## src/aft_pkg.sv

```systemverilog
// Shared constants, codes and types for the animation frame timer.
package aft_pkg;

  // Sizing
  localparam int MAX_FRAMES = 16;
  localparam int TIME_W     = 32;
  localparam int FRAME_W    = $clog2(MAX_FRAMES);
  localparam int CNT_W      = $clog2(MAX_FRAMES + 1);
  localparam int FC_W       = 5;
  localparam int CFG_IDX_W  = 1;
  localparam int CFG_DATA_W = 5;
  localparam int CMD_W      = 2;

  // Configuration register indexes
  localparam logic [CFG_IDX_W-1:0] REG_FRAME_COUNT = CFG_IDX_W'(0);
  localparam logic [CFG_IDX_W-1:0] REG_ANIM_EN     = CFG_IDX_W'(1);

  // Item commands
  localparam logic [CMD_W-1:0] CMD_LOAD   = CMD_W'(0);
  localparam logic [CMD_W-1:0] CMD_TICK   = CMD_W'(1);
  localparam logic [CMD_W-1:0] CMD_SELECT = CMD_W'(2);

  // Controller states
  typedef enum logic [2:0] {
    S_IDLE,
    S_EXEC,
    S_WALK,
    S_APPLY,
    S_EMIT
  } state_t;

  // Datapath operation issued each cycle
  typedef enum logic [2:0] {
    OP_NONE,
    OP_CAPTURE,
    OP_EXEC,
    OP_WALK,
    OP_APPLY,
    OP_EMIT
  } dp_op_t;

  // Datapath status seen by the controller
  typedef struct packed {
    logic walk_start;  // enabled tick that overruns the time left
    logic walk_stop;   // walk ends this cycle
    logic walk_full;   // walk came back round to the visible frame
    logic out_free;    // result register can take a beat
  } dp_status_t;

endpackage

```

## src/aft_ifs.sv

```systemverilog
// Request and response channel interfaces for the animation frame timer.
interface aft_req_if import aft_pkg::*; ();
  logic                 valid;
  logic                 ready;
  logic [CMD_W-1:0]     cmd;
  logic [FRAME_W-1:0]   frame_index;
  logic [TIME_W-1:0]    delay_ms;
  logic [TIME_W-1:0]    elapsed_ms;

  modport source (output valid, cmd, frame_index, delay_ms, elapsed_ms, input ready);
  modport sink   (input valid, cmd, frame_index, delay_ms, elapsed_ms, output ready);
endinterface

interface aft_rsp_if import aft_pkg::*; ();
  logic                 valid;
  logic                 ready;
  logic [FRAME_W-1:0]   visible_frame;
  logic [TIME_W-1:0]    time_left;
  logic                 frame_changed;

  modport source (output valid, visible_frame, time_left, frame_changed, input ready);
  modport sink   (input valid, visible_frame, time_left, frame_changed, output ready);
endinterface

```

## src/aft_dp.sv

```systemverilog
// Datapath: delay table, frame and time state, walk registers, result register.
module aft_dp import aft_pkg::*; (
  input  logic                  clk,
  input  logic                  rst,
  input  logic                  cfg_we,
  input  logic [CFG_IDX_W-1:0]  cfg_index,
  input  logic [CFG_DATA_W-1:0] cfg_data,
  input  logic [CMD_W-1:0]      in_cmd,
  input  logic [FRAME_W-1:0]    in_frame_index,
  input  logic [TIME_W-1:0]     in_delay_ms,
  input  logic [TIME_W-1:0]     in_elapsed_ms,
  input  dp_op_t                op,
  output dp_status_t            status,
  output logic                  out_valid,
  input  logic                  out_ready,
  output logic [FRAME_W-1:0]    out_visible_frame,
  output logic [TIME_W-1:0]     out_time_left,
  output logic                  out_frame_changed
);

  // Configuration
  logic [FC_W-1:0]    frame_count;
  logic               anim_en;

  // Stored state
  logic [TIME_W-1:0]  delay_table [MAX_FRAMES];
  logic [FRAME_W-1:0] shown;
  logic [TIME_W-1:0]  rem;

  // Captured item and walk registers
  logic [CMD_W-1:0]   cmd;
  logic [FRAME_W-1:0] idx;
  logic [TIME_W-1:0]  dly;
  logic [TIME_W-1:0]  el;
  logic [FRAME_W-1:0] pos;
  logic [CNT_W-1:0]   n;
  logic [TIME_W-1:0]  left;
  logic               chg;

  logic [CNT_W-1:0]   fc_eff;
  logic [CNT_W-1:0]   pos_inc;
  logic [FRAME_W-1:0] pos_nx;
  logic [CNT_W-1:0]   n_inc;
  logic [FRAME_W-1:0] rd_addr;
  logic [TIME_W-1:0]  rd_data;
  logic [TIME_W-1:0]  el_sub;
  logic               full;
  logic               brk;
  logic               sel_ok;

  // Effective frame count: zero acts as one, clamp at the table size
  always_comb begin
    if (frame_count == '0) begin
      fc_eff = CNT_W'(1);
    end else if (32'(frame_count) > MAX_FRAMES) begin
      fc_eff = CNT_W'(MAX_FRAMES);
    end else begin
      fc_eff = CNT_W'(frame_count);
    end
  end

  // Walk step: next frame with wrap, one table read, one subtract and compare
  assign pos_inc = CNT_W'(pos) + CNT_W'(1);
  assign pos_nx  = (pos_inc >= fc_eff) ? '0 : pos_inc[FRAME_W-1:0];
  assign n_inc   = n + CNT_W'(1);
  assign full    = (n_inc >= fc_eff);
  assign rd_addr = (op == OP_WALK) ? pos_nx : idx;
  assign rd_data = delay_table[rd_addr];
  assign el_sub  = el - left;
  assign brk     = (el_sub <= rd_data);
  assign sel_ok  = (CNT_W'(idx) < fc_eff);

  // Status to the controller
  assign status.walk_start = (cmd == CMD_TICK) && anim_en && (el > rem);
  assign status.walk_stop  = full || brk;
  assign status.walk_full  = full;
  assign status.out_free   = !out_valid || out_ready;

  // Delay table, written on load
  always_ff @(posedge clk) begin
    if (op == OP_EXEC && cmd == CMD_LOAD) begin
      delay_table[idx] <= dly;
    end
  end

  // Configuration registers
  always_ff @(posedge clk) begin
    if (rst) begin
      frame_count <= FC_W'(1);
      anim_en     <= 1'b0;
    end else if (cfg_we) begin
      case (cfg_index)
        REG_FRAME_COUNT: frame_count <= cfg_data[FC_W-1:0];
        REG_ANIM_EN:     anim_en     <= cfg_data[0];
        default:         ;
      endcase
    end
  end

  // Frame state and walk
  always_ff @(posedge clk) begin
    if (rst) begin
      shown <= '0;
      rem   <= '0;
    end else begin
      case (op)
        OP_CAPTURE: begin
          cmd <= in_cmd;
          idx <= in_frame_index;
          dly <= in_delay_ms;
          el  <= in_elapsed_ms;
        end
        OP_EXEC: begin
          chg <= 1'b0;
          case (cmd)
            CMD_SELECT: begin
              if (sel_ok) begin
                chg   <= (shown != idx);
                shown <= idx;
                rem   <= rd_data;
              end
            end
            CMD_TICK: begin
              if (anim_en) begin
                if (el > rem) begin
                  pos  <= shown;
                  n    <= '0;
                  left <= rem;
                end else begin
                  rem <= rem - el;
                end
              end
            end
            default: ;
          endcase
        end
        OP_WALK: begin
          // Full cycle keeps the frame and takes the last delay examined
          if (full) begin
            rem <= left;
          end else begin
            el   <= el_sub;
            pos  <= pos_nx;
            left <= rd_data;
            n    <= n_inc;
          end
        end
        OP_APPLY: begin
          shown <= pos;
          rem   <= left - el;
          chg   <= 1'b1;
        end
        default: ;
      endcase
    end
  end

  // Result register
  always_ff @(posedge clk) begin
    if (op == OP_EMIT) begin
      out_visible_frame <= shown;
      out_time_left     <= rem;
      out_frame_changed <= chg;
    end
  end

  always_ff @(posedge clk) begin
    if (rst) begin
      out_valid <= 1'b0;
    end else if (op == OP_EMIT) begin
      out_valid <= 1'b1;
    end else if (out_ready) begin
      out_valid <= 1'b0;
    end
  end

  // Checks
  a_emit_valid: assert property (@(posedge clk) disable iff (rst)
    (op == OP_EMIT) |=> out_valid)
    else $error("result register not valid after emit");

  a_walk_bound: assert property (@(posedge clk) disable iff (rst)
    (op == OP_WALK) |-> (n < fc_eff))
    else $error("walk step count reached the frame count");

  a_apply_frame: assert property (@(posedge clk) disable iff (rst)
    (op == OP_APPLY) |=> (chg && shown == $past(pos)))
    else $error("apply did not select the walked frame");

  a_fc_range: assert property (@(posedge clk) disable iff (rst)
    (fc_eff != '0) && (32'(fc_eff) <= MAX_FRAMES))
    else $error("effective frame count out of range");

endmodule

```

## src/aft_ctrl.sv

```systemverilog
// Controller: sequences capture, execute, frame walk and result beat.
module aft_ctrl import aft_pkg::*; (
  input  logic       clk,
  input  logic       rst,
  input  logic       in_valid,
  output logic       in_ready,
  input  dp_status_t status,
  output dp_op_t     op
);

  state_t state;
  state_t state_next;

  // State register
  always_ff @(posedge clk) begin
    if (rst) begin
      state <= S_IDLE;
    end else begin
      state <= state_next;
    end
  end

  // Next state and datapath operation
  always_comb begin
    state_next = state;
    op         = OP_NONE;
    in_ready   = 1'b0;
    case (state)
      S_IDLE: begin
        in_ready = 1'b1;
        if (in_valid) begin
          op         = OP_CAPTURE;
          state_next = S_EXEC;
        end
      end
      S_EXEC: begin
        op         = OP_EXEC;
        state_next = status.walk_start ? S_WALK : S_EMIT;
      end
      S_WALK: begin
        op = OP_WALK;
        if (status.walk_stop) begin
          state_next = status.walk_full ? S_EMIT : S_APPLY;
        end
      end
      S_APPLY: begin
        op         = OP_APPLY;
        state_next = S_EMIT;
      end
      S_EMIT: begin
        if (status.out_free) begin
          op         = OP_EMIT;
          state_next = S_IDLE;
        end
      end
      default: begin
        state_next = S_IDLE;
      end
    endcase
  end

endmodule

```

## src/animation_frame_timer.sv

```systemverilog
// Animation frame timer top level: channels, configuration port, controller and datapath.
//
// Steps a sprite through a cycle of up to 16 frames, each shown for its own delay from a
// table filled by load beats. Every request beat gives exactly one response beat. Load,
// select, disabled ticks and ticks that fit in the time left pass through capture,
// execute and emit. A tick that overruns the time left walks the frames one per cycle,
// since the delay table has a single read port and each step does one subtract and
// compare; after the walk an apply step shows the new frame, unless the walk came back
// round to the visible frame. The response sits in an output register, so the next
// request is taken while a result waits. Configuration is written through cfg_we /
// cfg_index / cfg_data; the user must write it only while the block is idle, which the block itself does not enforce.
module animation_frame_timer import aft_pkg::*; (
  input  logic                  clk,
  input  logic                  rst,
  input  logic                  cfg_we,
  input  logic [CFG_IDX_W-1:0]  cfg_index,
  input  logic [CFG_DATA_W-1:0] cfg_data,
  aft_req_if.sink               req,
  aft_rsp_if.source             rsp
);

  dp_op_t     op;
  dp_status_t status;

  // Sequencer
  aft_ctrl u_ctrl (
    .clk      (clk),
    .rst      (rst),
    .in_valid (req.valid),
    .in_ready (req.ready),
    .status   (status),
    .op       (op)
  );

  // Datapath
  aft_dp u_dp (
    .clk               (clk),
    .rst               (rst),
    .cfg_we            (cfg_we),
    .cfg_index         (cfg_index),
    .cfg_data          (cfg_data),
    .in_cmd            (req.cmd),
    .in_frame_index    (req.frame_index),
    .in_delay_ms       (req.delay_ms),
    .in_elapsed_ms     (req.elapsed_ms),
    .op                (op),
    .status            (status),
    .out_valid         (rsp.valid),
    .out_ready         (rsp.ready),
    .out_visible_frame (rsp.visible_frame),
    .out_time_left     (rsp.time_left),
    .out_frame_changed (rsp.frame_changed)
  );

endmodule

```

## src/flat_wrapper.sv

```systemverilog
// flat-port wrapper written by rule: the top's interface ports become plain ports
module animation_frame_timer_flat import aft_pkg::*;
  (clk, rst, cfg_we, cfg_index, cfg_data, req_valid, req_cmd, req_frame_index, req_delay_ms, req_elapsed_ms, req_ready, rsp_valid, rsp_visible_frame, rsp_time_left, rsp_frame_changed, rsp_ready);
  aft_req_if req_i ();
  aft_rsp_if rsp_i ();
  input  logic clk;
  input  logic rst;
  input  logic cfg_we;
  input  logic [CFG_IDX_W-1:0] cfg_index;
  input  logic [CFG_DATA_W-1:0] cfg_data;
  input wire logic [$bits(req_i.valid)-1:0] req_valid;
  input wire logic [$bits(req_i.cmd)-1:0] req_cmd;
  input wire logic [$bits(req_i.frame_index)-1:0] req_frame_index;
  input wire logic [$bits(req_i.delay_ms)-1:0] req_delay_ms;
  input wire logic [$bits(req_i.elapsed_ms)-1:0] req_elapsed_ms;
  output wire logic [$bits(req_i.ready)-1:0] req_ready;
  output wire logic [$bits(rsp_i.valid)-1:0] rsp_valid;
  output wire logic [$bits(rsp_i.visible_frame)-1:0] rsp_visible_frame;
  output wire logic [$bits(rsp_i.time_left)-1:0] rsp_time_left;
  output wire logic [$bits(rsp_i.frame_changed)-1:0] rsp_frame_changed;
  input wire logic [$bits(rsp_i.ready)-1:0] rsp_ready;
  assign req_i.valid = req_valid;
  assign req_i.cmd = req_cmd;
  assign req_i.frame_index = req_frame_index;
  assign req_i.delay_ms = req_delay_ms;
  assign req_i.elapsed_ms = req_elapsed_ms;
  assign req_ready = req_i.ready;
  assign rsp_valid = rsp_i.valid;
  assign rsp_visible_frame = rsp_i.visible_frame;
  assign rsp_time_left = rsp_i.time_left;
  assign rsp_frame_changed = rsp_i.frame_changed;
  assign rsp_i.ready = rsp_ready;
  animation_frame_timer u_core (.clk(clk), .rst(rst), .cfg_we(cfg_we), .cfg_index(cfg_index), .cfg_data(cfg_data), .req(req_i), .rsp(rsp_i));
endmodule
```

## config.mk

```make
export PLATFORM = sky130hd
export DESIGN_NAME = animation_frame_timer_flat
export DESIGN_NICKNAME = d
export VERILOG_FILES = /design/src/aft_pkg.sv /design/src/aft_ifs.sv /design/src/aft_dp.sv /design/src/aft_ctrl.sv /design/src/animation_frame_timer.sv /design/src/flat_wrapper.sv
export SDC_FILE = /design/constraint.sdc
export NUM_CORES = 1
export LEC_CHECK = 0
export BUFFER_PORTS_ARGS = -buffer_cell sky130_fd_sc_hd__buf_2
export CAP_MARGIN = 40
export CORE_UTILIZATION = 35
export CTS_BUF_LIST = sky130_fd_sc_hd__clkbuf_8
export DETAILED_ROUTE_END_ITERATION = 6
export SETUP_SLACK_MARGIN = 0.3
export SYNTH_ARGS = -nofsm -noshare
export SYNTH_HDL_FRONTEND = slang
export SYNTH_SLANG_ARGS = --single-unit
```

## constraint.sdc

```tcl
create_clock -name clk -period 7.1 [get_ports clk]
set_clock_uncertainty 0.05 [all_clocks]
set_input_delay 1.065 -clock clk [delete_from_list [all_inputs] [get_ports clk]]
set_output_delay 1.065 -clock clk [all_outputs]
set_load 0.02 [all_outputs]
```

==> results of run 1 <==
==> worst max-delay path, cell delays in order (launching register included) <==
cell and delay, ns:
edfxtp_1 0.49, ha_1 0.27, and3_1 0.15, ha_1 0.18, or4b_4 0.53, or3_1 0.60, o211a_4 0.59, buf_4 0.32
nand2_1 0.08, nand3_1 0.07, a32o_1 0.29, a221oi_2 0.52, ha_1 0.37, a21o_1 0.18, a21o_1 0.17, a21o_1 0.17
a21o_1 0.18, a21oi_1 0.14, o211ai_1 0.10, o211ai_1 0.10, nand3b_1 0.09, o21ai_0 0.17
==> path summary, 6_finish.rpt <==
| check | cells after the start | slack [ns] | endpoint | start |
|---|---|---|---|---|
| worst max-delay path | 21 | 1.13 | u_core.u_ctrl.state[0]$_SDFFE_PP0P_ | u_core.u_dp.pos[0]$_DFFE_PP_ |
| worst min-delay path | 0 | 0.35 | u_core.u_dp.out_frame_changed$_DFFE_PP_ | u_core.u_dp.chg$_DFFE_PP_ |
| worst max register to register | 21 | 1.13 | u_core.u_ctrl.state[0]$_SDFFE_PP0P_ | u_core.u_dp.pos[0]$_DFFE_PP_ |
| worst min register to register | 0 | 0.35 | u_core.u_dp.out_frame_changed$_DFFE_PP_ | u_core.u_dp.chg$_DFFE_PP_ |
==> layout make-up <==
class	instances	area [um2]	area share (%)
diodes	1	2.502	0.006368
clock inverters	97	595.6	1.516
well taps	1287	1610	4.098
repair buffers	199	1251	3.184
inverters	100	375.4	0.9552
multi-input cells	1936	13000	33.08
clock buffers	123	1693	4.308
flip-flops and latches	707	20770	52.86
==> per-layer routing <==
layer  track usage (%)  vias up  routed length [um]
met3             3.322      190                7041
li1                  -    11380                   -
met2             33.37      932               49210
met5                 0        -                  47
met4             6.534        2                2894
met1             28.81    12150               46200
==> placed cells by master, fill, tap and decap left out, types with 24 or more instances in the layout <==
cell type and count:
edfxtp_1 661, nand2_1 461, inv_1 143, ha_1 141
clkbuf_8 123, buf_2 121, a21oi_1 119, o21ai_0 115
nor2_1 111, nand3_1 104, mux2i_1 80, a211oi_1 75
buf_4 72, a21o_1 58, o21a_1 57, dfxtp_1 45
xnor2_1 43, and3_1 40, a31oi_1 35, xor2_1 33
nor3_1 30, clkinv_1 29, a311oi_1 27, a311o_1 26
a32o_1 24
==> cells by family after synthesis <==
group / count (synthesis) / share of synthesized area, %
AO/OA/AOI/OAI: 742 / 15.50
AND/OR/NAND/NOR: 871 / 11.13
multiplexers: 103 / 3.059
adder cells (fa/ha/maj): 144 / 5.265
flip-flops: 707 / 59.95
buffers and inverters: 270 / 3.182
XOR/XNOR: 76 / 1.921
==> stage by stage <==
stage	setup slack [ns]	util, %
4_1_cts	1.131	39.97
3_5_place_dp	1.169	37.64
6_report	1.130	39.99
2_1_floorplan	1.033	-
3_3_place_gp	1.107	37.56
5_1_grt	0.7825	39.99
==> state kept, by name, summed over array words and instances (netlist names) <==
register	count
u_core.u_dp.anim_en	1
u_core.u_dp.out_time_left	32
u_core.u_dp.delay_table	512
u_core.u_dp.chg	1
u_core.u_dp.shown	4
u_core.u_dp.dly	32
u_core.u_dp.out_frame_changed	1
u_core.u_dp.cmd	2
u_core.u_ctrl.state	3
u_core.u_dp.out_visible_frame	4
u_core.u_dp.idx	4
u_core.u_dp.left	32
u_core.u_dp.n	5
u_core.u_dp.frame_count	5
u_core.u_dp.pos	4
u_core.u_dp.rem	32
u_core.u_dp.el	32
u_core.u_dp.out_valid	1
==> power by group <==
part | switching [mW] | internal, mW
Sequential | 0.354 | 4.97
Clock | 1.73 | 1.80
Combinational | 2.90 | 1.60
==> flow_metrics.env, run 1 <==
export IMPL_status="complete, no violations"
export IMPL_avgSynthCellArea_um2=11.89
export IMPL_yosysUniqueCellTypes=79
export IMPL_drcViolationCount=0
export IMPL_wl_um=105400
export IMPL_cts_made_buffers=118
export IMPL_wl_per_cell_um=23.68
export IMPL_syn_cell_area_um2=34650
export IMPL_cts_tree="yes"
export IMPL_finalPower_mw=13.37
export IMPL_cp_required_ns=7.75
export IMPL_track_usage_pct=20.80
export IMPL_dp_cells=4228
export IMPL_drtIter0Drc=2784
export IMPL_hold_worst_slack_ns=0.3494
export IMPL_instances_no_fill=4450
export IMPL_root_buffer="clkbuf_8"
export IMPL_final_nets=3287
export IMPL_ctsResizeCount=0
export IMPL_synth_top_area_cell="edfxtp_1"
export IMPL_die_area_um2=100300
export IMPL_grt_ovfl_total=0
export IMPL_setup_tns_ns=0
export IMPL_htree_levels=3
export IMPL_portBuffers=119
export IMPL_yosysMostFrequentCell="edfxtp_1"
export IMPL_endpoint_kind="flop"
export IMPL_fmax_mhz=167.5
export IMPL_ys_flop_type="edfxtp_1"
export IMPL_async_reset_ff_share_pct=0
export IMPL_ant_nets=0
export IMPL_dr_total_vias=24650
export IMPL_ys_top_cells_by_area="edfxtp_1 57%, ha_1 5.1%, nand2_1 5.0%, dfxtp_1 2.7%, mux2i_1 2.3%"
export IMPL_vias_per_cell=5.540
export IMPL_fillers=9420
export IMPL_core_um2=98280
export IMPL_grt_pass1_wl_um=155100
export IMPL_rows=115
export IMPL_ios=120
export IMPL_syn2layout_area_growth_pct=13.42
export IMPL_yosys_register_bits=707
export IMPL_die_x_um=316.6
export IMPL_hold_viol=0
export IMPL_ctsHoldBuffers=0
export IMPL_post_cts_buffers=0
export IMPL_grt_setup_unrepaired="false"
export IMPL_grt_antenna_before_repair=3
export IMPL_gp_congestion=0.9127
export IMPL_crit_path_start_kind="flop"
export IMPL_power_density_nw_per_um2=340.2
export IMPL_final_max_slew_violation_count=0
export IMPL_worstPathMaxFanout=52
export IMPL_yosysSeqAreaShare_pct=59.95
export IMPL_peakVddDrop_v=0.0001661
export IMPL_dr_pass1_iters=5
export IMPL_hpwl_um=68910
export IMPL_clock_sinks=707
export IMPL_worstPathArrival_ns=6.62
export IMPL_drive_gt1_share_pct=13.82
export IMPL_postPlaceCellArea_um2=36990
export IMPL_stdcell_area_um2=39300
export IMPL_setup_viol=0
export IMPL_start_util_pct=35.25
export IMPL_criticalPathCategory="flop to flop"
export IMPL_grt_max_degree=95
export IMPL_yosysTopAreaCellShare_pct=57.29
export IMPL_clock_latency_ns=0.79
export IMPL_netlist_top_cells_count="661 x edfxtp_1, 461 x nand2_1, 141 x ha_1"
export IMPL_synth_edf_count=661
export IMPL_ys_warn_count=0
export IMPL_synth_net_count=3138
export IMPL_die_h_um=316.6
export IMPL_post_route_period_util_pct=84.08
export IMPL_syn_inst=2913
export IMPL_hp_class="flop to flop"
export IMPL_p_leak_nw=14.50
export IMPL_relSlewSlack_pct=46.16
export IMPL_max_cap_violations=0
export IMPL_worst_pin_slew_ns=0.8076
export IMPL_clockBufferDepth=3
export IMPL_fin_crit_ns=5.970
export IMPL_cts_clk_slew_worst_paths_ns=0.07
export IMPL_grt_pass1_vias=23540
No activity file was read; power rests on OpenSTA's default activity.
==> run 2, diff against run 1 <==
==> constraint.sdc (replaced) <==
create_clock -name clk -period 4.99 [get_ports clk]
set_clock_uncertainty 0.05 [all_clocks]
set_input_delay 0.7485 -clock clk [delete_from_list [all_inputs] [get_ports clk]]
set_output_delay 0.7485 -clock clk [all_outputs]
set_load 0.02 [all_outputs]
==> run 2 against run 1 <==
Non-clock buffer count increased by 150; combinational power increased by 63%; via count increased by 2.9%; critical path type unchanged; setup slack got worse by 0.93 ns; hold slack got worse by 0.28 ns; flip-flop and latch count unchanged; cell area increased by 4.9%.
==> flow_metrics.env, run 2 (same netlist as run 1, synthesis figures left out) <==
export IMPL_p_sw_share_pct=36.64
export IMPL_p_switching_mw=7.398
export IMPL_die_area_um2=100300
export IMPL_wl_um=108400
export IMPL_grt_max_degree=75
export IMPL_cts_tree="yes"
export IMPL_drive_gt1_share_pct=18.89
export IMPL_regMostFlops="u_core.u_dp.delay_table"
export IMPL_max_cap_violations=0
export IMPL_finalPower_mw=20.19
export IMPL_crit_path_start_kind="flop"
export IMPL_p_int_mw=12.79
export IMPL_cp_required_ns=5.65
export IMPL_vias_per_cell=5.523
export IMPL_dr_total_vias=25360
export IMPL_regArea_um2=20770
export IMPL_grt_antenna_before_repair=5
export IMPL_relSlewSlack_pct=40.56
export IMPL_criticalPathCategory="flop to flop"
export IMPL_ios=120
export IMPL_layout_commonest_cell="edfxtp_1"
export IMPL_core_um2=98280
export IMPL_setup_tns_ns=0
export IMPL_power_frac_clock_pct=26.2
export IMPL_postPlaceCellArea_um2=38110
export IMPL_p_leak_nw=15.41
export IMPL_grt_ovfl_total=0
export IMPL_cts_made_buffers=119
export IMPL_power_density_nw_per_um2=489.8
export IMPL_hp_class="input pin to flop"
export IMPL_htree_levels=3
export IMPL_root_buffer="clkbuf_8"
export IMPL_worst_pin_slew_ns=0.8907
export IMPL_die_x_um=316.6
export IMPL_peakVddDrop_v=0.0002218
export IMPL_final_nets=3439
export IMPL_fmax_mhz=208.6
export IMPL_utilization_pct=41.94
export IMPL_setup_viol=0
export IMPL_post_route_period_util_pct=96.08
export IMPL_layout_setup_ws_ns=0.1954
export IMPL_p_comb_share_pct=36.4
export IMPL_portBuffers=119
export IMPL_endpoint_kind="flop"
export IMPL_place_ws_ns=-0.1004
export IMPL_gp_congestion=0.9581
export IMPL_grt_pass1_wl_um=158800
export IMPL_instances_no_fill=4592
export IMPL_largest_reg_flops=512
export IMPL_grt_pass1_vias=24400
export IMPL_worstPathArrival_ns=5.46
export IMPL_multi_input_area_um2=13280
export IMPL_clock_latency_ns=0.82
export IMPL_path_cells="ha_2 -> and3_4 -> ha_4 -> or4b_4 -> or3_4 -> o211ai_4 -> buf_12 -> buf_12 -> buf_12 -> buf_8 -> nand3_1 -> a32oi_1 -> and3_1 -> buf_12 -> ha_1 -> a21o_1 -> a211oi_1 -> o211ai_1 -> o211ai_1 -> nand3b_1 -> o21ai_1"
export IMPL_status="complete, no violations"
export IMPL_start_util_pct=35.25
export IMPL_seq_power_share_pct=37.4
export IMPL_die_h_um=316.6
export IMPL_clockBufferDepth=3
export IMPL_ant_nets=0
export IMPL_hold_worst_slack_ns=0.06531
export IMPL_drtIter0Drc=2508
export IMPL_track_usage_pct=21.27
export IMPL_rows=115
export IMPL_grt_setup_unrepaired="true"
export IMPL_syn2layout_area_growth_pct=18.98
export IMPL_wl_per_cell_um=23.60
export IMPL_final_max_slew_violation_count=0
export IMPL_stdcell_area_um2=41220
export IMPL_max_stage_delay_ns=0.53
export IMPL_mostFrequentLayoutCells="661 x edfxtp_1, 460 x nand2_1, 187 x buf_4"
export IMPL_clock_sinks=707
export IMPL_fin_crit_ns=4.795
export IMPL_dp_cells=4346
export IMPL_critical_path_slowest_cell="or4b_4"
export IMPL_path_common_cell="buf_12"
export IMPL_hpwl_um=70970
export IMPL_dr_pass1_iters=5
export IMPL_cts_clk_slew_worst_paths_ns=0.06
export IMPL_drcViolationCount=0
export IMPL_hold_viol=0
export IMPL_worstPathMaxFanout=17
export IMPL_fillers=9181
export IMPL_rrSetupSlack_ns=0.20
==> run 2: final timing paths <==
| kind | start | end | depth (start not counted) |
|---|---|---|---|
| worst max-delay path | u_core.u_dp.pos[1]$_DFFE_PP_ | u_core.u_ctrl.state[0]$_SDFFE_PP0P_ | 21 |
| worst min-delay path | req_delay_ms[1] | u_core.u_dp.dly[1]$_DFFE_PP_ | 1 |
| worst max register to register | u_core.u_dp.pos[1]$_DFFE_PP_ | u_core.u_ctrl.state[0]$_SDFFE_PP0P_ | 21 |
| worst min register to register | u_core.u_dp.rem[29]$_SDFFE_PP0P_ | u_core.u_dp.out_time_left[29]$_DFFE_PP_ | 0 |
==> run 2: power by group through the flow <==
stage / Clock, mW / Combinational [mW] / Sequential [mW]
after global placement: 0 / 6.80 / 7.65
after floorplan: 0 / 4.22 / 7.51
after global routing: 5.63 / 7.92 / 7.59
final: 5.28 / 7.35 / 7.56
after CTS: 5.40 / 7.12 / 7.54
after detailed placement: 0 / 6.85 / 7.66
==> run 2: metal layers <==
layer	GRT usage [%]	share of wire, %	vias up
met5	0	0.038	-
met3	3.937	7.9	176
met4	5.485	2.3	6
li1	-	-	11650
met2	35.13	47	1037
met1	28.71	42	12490
==> run 2: area by class of cell <==
| type | count | share of cell area [%] |
|---|---|---|
| timing repair buffer | 349 | 6.738 |
| antenna | 2 | 0.01214 |
| clock buffer | 120 | 4.007 |
| clock inverter | 90 | 1.815 |
| sequential | 707 | 50.39 |
| multi-input combinational | 1937 | 32.22 |
| tap | 1287 | 3.906 |
| inverter | 100 | 0.9106 |
==> run 2: timing repair <==
item                                    CTS  global route
endpoints found under the setup margin    1             1
pin swaps                                27            22
hold endpoints to repair                  4             0
gates cloned                              1             2
resized for setup                        43            27
hold buffers                              4             0
buffers inserted                         22             5
==> run 2: worst max-delay path: cells and delay by family (launching register included) <==
family | cells | cell delay, ns
AO/OA/AOI/OAI | 7 | 1.28
adder cells (fa/ha/maj) | 3 | 0.60
buffers and inverters | 5 | 0.76
flip-flops | 1 | 0.41
AND/OR/NAND/NOR | 6 | 1.60
